### config.mk
export PLATFORM = sky130hd
export DESIGN_NAME = ladder_lowpass_filter_core
export DESIGN_NICKNAME = d
export VERILOG_FILES = /design/src/rtl/llf_pkg.sv /design/src/rtl/llf_mac.sv /design/src/rtl/llf_seq.sv /design/src/rtl/ladder_lowpass_filter_core.sv
export SDC_FILE = /design/constraint.sdc
export NUM_CORES = 2
export LEC_CHECK = 0
export BUFFER_PORTS_ARGS = -buffer_cell sky130_fd_sc_hd__buf_2
export CAP_MARGIN = 30
export CORE_MARGIN = 3
export CORE_UTILIZATION = 25
export DETAILED_ROUTE_END_ITERATION = 16
export PLACE_DENSITY_LB_ADDON = 0.3
export SYNTH_ARGS = -nofsm -noshare
export SYNTH_HDL_FRONTEND = slang
export SYNTH_HIERARCHICAL = 1
export SYNTH_SLANG_ARGS = --single-unit
### constraint.sdc
create_clock -name clk_i -period 10.78 [get_ports clk_i]
set_clock_uncertainty 0.2 [all_clocks]
set_input_delay 2.695 -clock clk_i [delete_from_list [all_inputs] [get_ports clk_i]]
set_output_delay 2.695 -clock clk_i [all_outputs]
set_load 0.05 [all_outputs]
### src/rtl/llf_pkg.sv
// shared constants, codes and types of the ladder lowpass filter
package llf_pkg;

  // state and internal value width
  localparam int ACC_W = 32;
  // signed coefficient operand wide enough for every register
  localparam int COEF_W = 26;

  // defaults of the top level parameters
  localparam int SAMPLE_BITS_DEF    = 24;
  localparam int COEF_FRAC_BITS_DEF = 22;

  // configuration register widths
  localparam int STAGE_GAIN_W  = 23;
  localparam int POLE_COEF_W   = 24;
  localparam int GAIN_FOURTH_W = 23;
  localparam int RESONANCE_W   = 25;
  localparam int OUTPUT_NORM_W = 23;
  localparam int CFG_DATA_W    = 25;
  localparam int CFG_ADDR_W    = 3;

  // configuration register indexes
  localparam logic [CFG_ADDR_W-1:0] REG_STAGE_GAIN  = 3'd0;
  localparam logic [CFG_ADDR_W-1:0] REG_POLE_COEF   = 3'd1;
  localparam logic [CFG_ADDR_W-1:0] REG_GAIN_FOURTH = 3'd2;
  localparam logic [CFG_ADDR_W-1:0] REG_RESONANCE   = 3'd3;
  localparam logic [CFG_ADDR_W-1:0] REG_OUTPUT_NORM = 3'd4;

  // configuration reset values
  localparam logic [POLE_COEF_W-1:0]   POLE_COEF_RST   = 24'hC00000;
  localparam logic [OUTPUT_NORM_W-1:0] OUTPUT_NORM_RST = 23'h400000;

  // micro-steps of one item, one product each
  localparam int STEP_W = 4;
  localparam logic [STEP_W-1:0] ST_P1 = 4'd0;   // p = s2 + b*s1
  localparam logic [STEP_W-1:0] ST_P2 = 4'd1;   // p = s3 + b*p
  localparam logic [STEP_W-1:0] ST_P3 = 4'd2;   // p = s4 + b*p
  localparam logic [STEP_W-1:0] ST_T  = 4'd3;   // p = g4*x + p
  localparam logic [STEP_W-1:0] ST_Y  = 4'd4;   // y = norm*p
  localparam logic [STEP_W-1:0] ST_U  = 4'd5;   // p = x - k*y
  localparam logic [STEP_W-1:0] ST_N1 = 4'd6;   // bu = b*u, n = bu + s1
  localparam logic [STEP_W-1:0] ST_S1 = 4'd7;   // s1 = bu - a*n
  localparam logic [STEP_W-1:0] ST_N2 = 4'd8;
  localparam logic [STEP_W-1:0] ST_S2 = 4'd9;
  localparam logic [STEP_W-1:0] ST_N3 = 4'd10;
  localparam logic [STEP_W-1:0] ST_S3 = 4'd11;
  localparam logic [STEP_W-1:0] ST_B4 = 4'd12;  // bu = b*n3
  localparam logic [STEP_W-1:0] ST_S4 = 4'd13;  // s4 = bu - a*y
  localparam logic [STEP_W-1:0] ST_LAST = ST_S4;

  // sequencer strobes to the datapath
  typedef struct packed {
    logic              mul_en;
    logic              acc_en;
    logic [STEP_W-1:0] step;
  } llf_ctrl_t;

endpackage

### src/rtl/llf_mac.sv
// shared multiply-round unit with saturating add or subtract
module llf_mac #(
  parameter int COEF_FRAC_BITS = llf_pkg::COEF_FRAC_BITS_DEF,
  parameter int ADD_W          = 37,
  parameter int RND_W          = 36
) (
  input  logic                            clk_i,
  input  logic                            mul_en_i,
  input  logic signed [llf_pkg::ACC_W-1:0]  val_i,
  input  logic signed [llf_pkg::COEF_W-1:0] coef_i,
  input  logic signed [ADD_W-1:0]          addend_i,
  input  logic                            sub_i,
  output logic signed [RND_W-1:0]          prod_o,
  output logic signed [llf_pkg::ACC_W-1:0]  sum_o
);
  import llf_pkg::*;

  localparam int PW  = ACC_W + COEF_W;
  localparam int SW  = ADD_W + 1;
  localparam logic signed [PW-1:0] HALF = PW'(1) << (COEF_FRAC_BITS - 1);

  logic signed [PW-1:0]    prod_d;
  logic signed [PW-1:0]    prod_q;
  logic signed [SW-1:0]    a_ext;
  logic signed [SW-1:0]    m_ext;
  logic signed [SW-1:0]    sum;
  logic [SW-ACC_W:0]       hi;

  // product plus rounding half, registered
  assign prod_d = PW'(val_i) * PW'(coef_i) + HALF;

  always_ff @(posedge clk_i) begin
    if (mul_en_i) begin
      prod_q <= prod_d;
    end
  end

  // floor shift gives round half up
  assign prod_o = prod_q[PW-1:COEF_FRAC_BITS];

  // add or subtract against the selected operand
  assign a_ext = SW'(addend_i);
  assign m_ext = SW'(prod_o);
  assign sum   = sub_i ? (a_ext - m_ext) : (a_ext + m_ext);

  // saturate to the signed state range
  assign hi = sum[SW-1:ACC_W-1];
  always_comb begin
    if ((&hi) || !(|hi)) begin
      sum_o = sum[ACC_W-1:0];
    end else if (sum[SW-1]) begin
      sum_o = {1'b1, {(ACC_W-1){1'b0}}};
    end else begin
      sum_o = {1'b0, {(ACC_W-1){1'b1}}};
    end
  end

endmodule

### src/rtl/llf_seq.sv
// step sequencer: a multiply state and an accumulate state per step
module llf_seq (
  input  logic               clk_i,
  input  logic               rst_ni,
  input  logic               start_i,
  input  logic               hold_i,
  output llf_pkg::llf_ctrl_t ctrl_o,
  output logic               idle_o,
  output logic               done_o
);
  import llf_pkg::*;

  localparam logic [1:0] S_IDLE = 2'd0;
  localparam logic [1:0] S_MUL  = 2'd1;
  localparam logic [1:0] S_ACC  = 2'd2;

  logic [1:0]        state_q, state_d;
  logic [STEP_W-1:0] step_q, step_d;
  logic              last;
  logic              stall;

  assign last  = (step_q == ST_LAST);
  // last write waits while the previous result is still unread
  assign stall = (state_q == S_ACC) && last && hold_i;

  // next state and step
  always_comb begin
    state_d = state_q;
    step_d  = step_q;
    case (state_q)
      S_IDLE: begin
        if (start_i) begin
          state_d = S_MUL;
          step_d  = ST_P1;
        end
      end
      S_MUL: begin
        state_d = S_ACC;
      end
      S_ACC: begin
        if (last) begin
          if (!hold_i) begin
            state_d = S_IDLE;
          end
        end else begin
          state_d = S_MUL;
          step_d  = step_q + STEP_W'(1);
        end
      end
      default: begin
        state_d = S_IDLE;
      end
    endcase
  end

  always_ff @(posedge clk_i or negedge rst_ni) begin
    if (!rst_ni) begin
      state_q <= S_IDLE;
      step_q  <= ST_P1;
    end else begin
      state_q <= state_d;
      step_q  <= step_d;
    end
  end

  // strobes
  assign ctrl_o.mul_en = (state_q == S_MUL);
  assign ctrl_o.acc_en = (state_q == S_ACC) && !stall;
  assign ctrl_o.step   = step_q;
  assign idle_o        = (state_q == S_IDLE);
  assign done_o        = (state_q == S_ACC) && last && !hold_i;

endmodule

### src/rtl/ladder_lowpass_filter_core.sv
// four-stage zero-delay-feedback ladder lowpass, top level
// the result is registered at the output as the last step is written back
// fourteen products per item through the one shared multiplier, each taking
//   a multiply state and an accumulate state
// the input is taken again as soon as the sequencer is idle, while a result waits
// reset: stage states clear to zero, registers take their reset values
module ladder_lowpass_filter_core #(
  parameter int SAMPLE_BITS    = llf_pkg::SAMPLE_BITS_DEF,
  parameter int COEF_FRAC_BITS = llf_pkg::COEF_FRAC_BITS_DEF
) (
  input  logic                              clk_i,
  input  logic                              rst_ni,
  // configuration write port
  input  logic                              cfg_we_i,
  input  logic [llf_pkg::CFG_ADDR_W-1:0]    cfg_addr_i,
  input  logic [llf_pkg::CFG_DATA_W-1:0]    cfg_wdata_i,
  // input items
  input  logic                              s_axis_tvalid,
  output logic                              s_axis_tready,
  input  logic [((SAMPLE_BITS+7)/8)*8-1:0]  s_axis_tdata,  // sample_in
  // result items
  output logic                              m_axis_tvalid,
  input  logic                              m_axis_tready,
  output logic [((SAMPLE_BITS+7)/8)*8-1:0]  m_axis_tdata   // sample_out
);
  import llf_pkg::*;

  localparam int TDATA_W = ((SAMPLE_BITS + 7) / 8) * 8;
  localparam int RND_W   = ACC_W + COEF_W - COEF_FRAC_BITS;
  localparam int ADD_W   = (RND_W > ACC_W) ? RND_W : ACC_W;
  localparam logic signed [ACC_W-1:0] SMAX = 32'sh7FFFFFFF >>> (ACC_W - SAMPLE_BITS);
  localparam logic signed [ACC_W-1:0] SMIN = ~SMAX;

  // configuration registers
  logic [STAGE_GAIN_W-1:0]  stage_gain_q;
  logic [POLE_COEF_W-1:0]   pole_coef_q;
  logic [GAIN_FOURTH_W-1:0] gain_fourth_q;
  logic [RESONANCE_W-1:0]   resonance_q;
  logic [OUTPUT_NORM_W-1:0] output_norm_q;

  // filter state and working registers
  logic signed [ACC_W-1:0]       s1_q, s2_q, s3_q, s4_q;
  logic signed [ACC_W-1:0]       p_q, y_q, n_q;
  logic signed [RND_W-1:0]       bu_q;
  logic signed [SAMPLE_BITS-1:0] x_q;

  // output register
  logic                          out_valid_q;
  logic [SAMPLE_BITS-1:0]        out_data_q;
  logic signed [ACC_W-1:0]       y_clamp;

  // datapath wiring
  llf_ctrl_t                  ctrl;
  logic                       idle;
  logic                       done;
  logic                       in_acc;
  logic                       out_busy;
  logic signed [ACC_W-1:0]    val;
  logic signed [COEF_W-1:0]   coef;
  logic signed [ADD_W-1:0]    addend;
  logic                       sub;
  logic signed [RND_W-1:0]    prod;
  logic signed [ACC_W-1:0]    sum;
  logic signed [COEF_W-1:0]   b_c, a_c, g4_c, k_c, norm_c;

  assign in_acc   = s_axis_tvalid && s_axis_tready;
  assign out_busy = out_valid_q && !m_axis_tready;

  // configuration writes
  always_ff @(posedge clk_i or negedge rst_ni) begin
    if (!rst_ni) begin
      stage_gain_q  <= '0;
      pole_coef_q   <= POLE_COEF_RST;
      gain_fourth_q <= '0;
      resonance_q   <= '0;
      output_norm_q <= OUTPUT_NORM_RST;
    end else if (cfg_we_i) begin
      case (cfg_addr_i)
        REG_STAGE_GAIN:  stage_gain_q  <= cfg_wdata_i[STAGE_GAIN_W-1:0];
        REG_POLE_COEF:   pole_coef_q   <= cfg_wdata_i[POLE_COEF_W-1:0];
        REG_GAIN_FOURTH: gain_fourth_q <= cfg_wdata_i[GAIN_FOURTH_W-1:0];
        REG_RESONANCE:   resonance_q   <= cfg_wdata_i[RESONANCE_W-1:0];
        REG_OUTPUT_NORM: output_norm_q <= cfg_wdata_i[OUTPUT_NORM_W-1:0];
        default: ;
      endcase
    end
  end

  // coefficients as signed operands
  assign b_c    = COEF_W'(signed'({1'b0, stage_gain_q}));
  assign a_c    = COEF_W'(signed'(pole_coef_q));
  assign g4_c   = COEF_W'(signed'({1'b0, gain_fourth_q}));
  assign k_c    = COEF_W'(signed'({1'b0, resonance_q}));
  assign norm_c = COEF_W'(signed'({1'b0, output_norm_q}));

  // operand selection per step
  always_comb begin
    val    = p_q;
    coef   = b_c;
    addend = '0;
    sub    = 1'b0;
    case (ctrl.step)
      ST_P1: begin val = s1_q;  coef = b_c;  addend = ADD_W'(s2_q); end
      ST_P2: begin val = p_q;   coef = b_c;  addend = ADD_W'(s3_q); end
      ST_P3: begin val = p_q;   coef = b_c;  addend = ADD_W'(s4_q); end
      ST_T:  begin val = ACC_W'(x_q); coef = g4_c; addend = ADD_W'(p_q); end
      ST_Y:  begin val = p_q;   coef = norm_c; end
      ST_U:  begin
        val = y_q;  coef = k_c;  addend = ADD_W'(x_q);  sub = 1'b1;
      end
      ST_N1: begin val = p_q;   coef = b_c;  addend = ADD_W'(s1_q); end
      ST_S1: begin val = n_q;   coef = a_c;  addend = ADD_W'(bu_q); sub = 1'b1; end
      ST_N2: begin val = n_q;   coef = b_c;  addend = ADD_W'(s2_q); end
      ST_S2: begin val = n_q;   coef = a_c;  addend = ADD_W'(bu_q); sub = 1'b1; end
      ST_N3: begin val = n_q;   coef = b_c;  addend = ADD_W'(s3_q); end
      ST_S3: begin val = n_q;   coef = a_c;  addend = ADD_W'(bu_q); sub = 1'b1; end
      ST_B4: begin val = n_q;   coef = b_c; end
      ST_S4: begin val = y_q;   coef = a_c;  addend = ADD_W'(bu_q); sub = 1'b1; end
      default: ;
    endcase
  end

  llf_seq u_seq (
    .clk_i   (clk_i),
    .rst_ni  (rst_ni),
    .start_i (in_acc),
    .hold_i  (out_busy),
    .ctrl_o  (ctrl),
    .idle_o  (idle),
    .done_o  (done)
  );

  llf_mac #(
    .COEF_FRAC_BITS (COEF_FRAC_BITS),
    .ADD_W          (ADD_W),
    .RND_W          (RND_W)
  ) u_mac (
    .clk_i    (clk_i),
    .mul_en_i (ctrl.mul_en),
    .val_i    (val),
    .coef_i   (coef),
    .addend_i (addend),
    .sub_i    (sub),
    .prod_o   (prod),
    .sum_o    (sum)
  );

  // input sample capture
  always_ff @(posedge clk_i) begin
    if (in_acc) begin
      x_q <= s_axis_tdata[SAMPLE_BITS-1:0];
    end
  end

  // working values written back by step
  always_ff @(posedge clk_i) begin
    if (ctrl.acc_en) begin
      case (ctrl.step)
        ST_P1, ST_P2, ST_P3, ST_T, ST_U: p_q <= sum;
        ST_Y: y_q <= sum;
        ST_N1, ST_N2, ST_N3: begin
          n_q  <= sum;
          bu_q <= prod;
        end
        ST_B4: bu_q <= prod;
        default: ;
      endcase
    end
  end

  // stage states
  always_ff @(posedge clk_i or negedge rst_ni) begin
    if (!rst_ni) begin
      s1_q <= '0;
      s2_q <= '0;
      s3_q <= '0;
      s4_q <= '0;
    end else if (ctrl.acc_en) begin
      case (ctrl.step)
        ST_S1: s1_q <= sum;
        ST_S2: s2_q <= sum;
        ST_S3: s3_q <= sum;
        ST_S4: s4_q <= sum;
        default: ;
      endcase
    end
  end

  // clamp to the sample range
  always_comb begin
    if (y_q > SMAX) begin
      y_clamp = SMAX;
    end else if (y_q < SMIN) begin
      y_clamp = SMIN;
    end else begin
      y_clamp = y_q;
    end
  end

  // output register
  always_ff @(posedge clk_i or negedge rst_ni) begin
    if (!rst_ni) begin
      out_valid_q <= 1'b0;
    end else if (done) begin
      out_valid_q <= 1'b1;
    end else if (m_axis_tready) begin
      out_valid_q <= 1'b0;
    end
  end

  always_ff @(posedge clk_i) begin
    if (done) begin
      out_data_q <= y_clamp[SAMPLE_BITS-1:0];
    end
  end

  assign s_axis_tready = idle;
  assign m_axis_tvalid = out_valid_q;
  assign m_axis_tdata  = TDATA_W'(out_data_q);

endmodule

==> impl_metrics.csv <==
group,metric,value,unit
status,status,"complete, no violations",
sta,hold_violations,0,
yosys,synth_ff_type,"dfrtp_1",
yosys,ys_warn_count,6,
detailed_routing,drt_wl_total,172600,µm
critical_path,reg2reg_from,"u_seq/step_q[0]$_DFFE_PN0P_",
yosys,syn-instance-count,5060,
clocking,clock_sinks,469,
placement,hpwl,133700,µm
die,die-area,0.2157,mm²
clocking,clk_pin_slew_worst_paths,70,ps
yosys,ys_seq_area_share,24.41,%
die,io_pins,83,
sta,slew_headroom,27.64,%
critical_path,startpoint,"u_seq/step_q[0]$_DFFE_PN0P_",
critical_path,regToRegSetupSlack,520,ps
clocking,cts-buffers-inserted,48,
detailed_routing,drc_errors,0,
sta,period_minus_slack,10260,ps
clocking,hold_buffers,0,
sta,rsz0062_at_grt,"no",
sta,fmax,97.48,MHz
grt,grt_usage,15.88,%
sta,timing_worst_slew_pin_value,1074,ps
critical_path,r2r-end,"u_mac/prod_q[50]$_DFFE_PP_",
placement,place_congestion,0.8889,
critical_path,critPathKind,"reg2reg",
sta,period_share,95.16,%
critical_path,crit_path_start_kind,"flip-flop",
grt,grt_antenna_before_repair,13,
grt,grt.overflow.total,0,
grt,grt_pass1_wl,262100,µm
min_path,hp-class,"reg2reg",
grt,grt_max_degree,155,
critical_path,critPathMaxFanout,30,
detailed_routing,routedWlPerCell,21.89,µm
detailed_routing,drtAntennaViolNets,0,
clocking,htree_levels,2,
die,rows,167,
clocking,clk-insertion-delay-late,630,ps
job,max_cap_violations,0,
yosys,synth_edf_count,216,
yosys,syn_nets,6163,
layout,final_common_cell,"fa_1",
detailed_routing,routed_via_density,4.799,
critical_path,rr_worst_depth,27,
yosys,synth_cell_type_count,95,
yosys,synthArstFlopShare,53.94,%
sta,setup-tns-final,0,ps
layout,syn2layout_area_growth,11.12,%
clocking,cts_resized,0,
critical_path,worstPathRequired,10930,ps
placement,port_buffers,82,
clocking,cts_buffer_depth,3,
critical_path,cp.arrival,10410,ps
yosys,synth_area,0.05253,mm²
yosys,ys_ff_latch,469,
die,fp.coreArea,0.2081,mm²
die,start_util,25.24,%
clocking,root_buffer,"clkbuf_16",
detailed_routing,drtIter0Drc,3211,
clocking,cts_tree,"built",
die,die_h,464.4,µm
layout,layout.nets,6157,
critical_path,setup.worst_path.end,"u_mac/prod_q[50]$_DFFE_PP_",
min_path,hold_path_depth,1,
clocking,post_cts_buffers,0,
layout,drive_above_1_share,12.29,%
grt,grt_pass1_vias,39904,
layout,final_cell_mix,"855 x fa_1, 846 x inv_1, 576 x nand2_1",
yosys,synth.avg_cell_area,10.38,µm²
sta,slew_viol_final,0,
sta,setup_viol,0,
critical_path,end_kind,"flip-flop",
layout,nFillCells,21955,
detailed_routing,first_pass_iters,7,
detailed_routing,vias,37843,
die,die_w,464.4,µm
## per-layer routing
layer	GRT usage, %	routed length (µm)	up-vias
met2	25.90	80480	1210
li1	-	-	16398
met5	0	26	-
met1	22.10	76720	20016
met3	2.072	10120	215
met4	4.297	5244	4
## layout make-up
type	instances	area, µm²	area share (%)
tap	2788	3488	5.976
clock inverter	25	297.8	0.5102
multi-input combinational	3447	35440	60.71
antenna	5	12.51	0.02144
sequential	469	12830	21.98
clock buffer	64	1324	2.268
inverter	851	3199	5.481
timing repair buffer	237	1782	3.052
## critical path: stages (launching register included)
cell,delay (ps)
dfrtp_4,720
and2_1,560
a22o_1,730
a221o_1,820
buf_4,320
nand2_1,90
fa_1,480
inv_1,50
fa_1,490
inv_1,60
fa_1,540
inv_1,50
fa_1,400
fa_1,470
fa_1,570
fa_1,430
ha_1,320
a21oi_1,240
o211ai_1,140
a21oi_1,220
nand2b_1,100
o31ai_1,410
buf_4,270
o21ai_0,210
a21o_1,320
a31oi_1,380
a31oi_1,170
xor2_1,170
## how the worst min path moves through the flow
stage	from	end
floorplan	s4_q[10]$_DFFE_PN0P_	s4_q[10]$_DFFE_PN0P_
global placement	s4_q[11]$_DFFE_PN0P_	s4_q[11]$_DFFE_PN0P_
detailed placement	s4_q[11]$_DFFE_PN0P_	s4_q[11]$_DFFE_PN0P_
CTS	s4_q[11]$_DFFE_PN0P_	s4_q[11]$_DFFE_PN0P_
global route	s4_q[8]$_DFFE_PN0P_	s4_q[8]$_DFFE_PN0P_
finish	s2_q[4]$_DFFE_PN0P_	s2_q[4]$_DFFE_PN0P_
## cell usage after synthesis, types with 27 or more instances
cell type | number | area (µm²)
a21o_1 | 45 | 337.8
a21oi_1 | 123 | 615.6
a221o_1 | 52 | 520.5
a22oi_1 | 97 | 728.2
a31oi_1 | 27 | 168.9
a32oi_1 | 30 | 262.8
and2_1 | 354 | 2215
buf_2 | 52 | 260.3
clkbuf_1 | 206 | 773.2
dfrtp_1 | 250 | 6256
edfxtp_1 | 216 | 6486
fa_1 | 855 | 17120
ha_1 | 191 | 2390
inv_1 | 846 | 3176
mux2_2 | 240 | 2703
nand2_1 | 576 | 2162
nand3_1 | 39 | 195.2
nor2_1 | 114 | 427.9
nor3_1 | 43 | 215.2
o21a_1 | 32 | 240.2
o21ai_0 | 94 | 470.5
o22ai_1 | 27 | 168.9
o2bb2ai_1 | 44 | 385.4
xnor2_1 | 86 | 753.2
xor2_1 | 27 | 236.5
## metrics by stage
stage | setup slack [ps] | instances | instance area (µm²) | utilization (%) | hold WS [ps]
floorplan | 2265 | 5060 | 52530 | - | 257.4
global placement | 295.2 | 7783 | 56570 | 27.18 | 267.1
detailed placement | 215.1 | 7789 | 56700 | 27.24 | 275.4
CTS | 190.2 | 7878 | 58320 | 28.02 | 290.0
global route | 2.363 | 7883 | 58360 | 28.04 | 302.0
finish | 521.3 | 7886 | 58370 | 28.05 | 291.9
## state kept, by name, summed over array words and instances (netlist names)
name	count
m_axis_tvalid	1
u_seq/state_q	2
bu_q	36
u_mac/prod_q	36
y_q	32
s2_q	32
n_q	32
u_seq/step_q	4
s4_q	32
p_q	32
stage_gain_q	23
m_axis_tdata	24
resonance_q	25
x_q	24
s1_q	32
pole_coef_q	24
output_norm_q	23
gain_fourth_q	23
s3_q	32
## logic make-up (layout without fill, tap and decap cells)
| family | count (synthesis) | in the layout | synth area share (%) |
|---|---|---|---|
| adders and majority gates | 1046 | 1046 | 37.13 |
| and+or+nand+nor | 1273 | 1273 | 11.91 |
| other | 0 | 5 | 0 |
| DFF | 469 | 469 | 24.41 |
| xor gates and xnor gates | 113 | 113 | 1.884 |
| AOI/OAI and AO/OA | 737 | 737 | 10.21 |
| buffers and inverters | 1144 | 1177 | 8.553 |
| muxes | 278 | 278 | 5.902 |
Power is not shown: default switching activity piles up to over one toggle a cycle in this logic, so the estimate is an artifact.
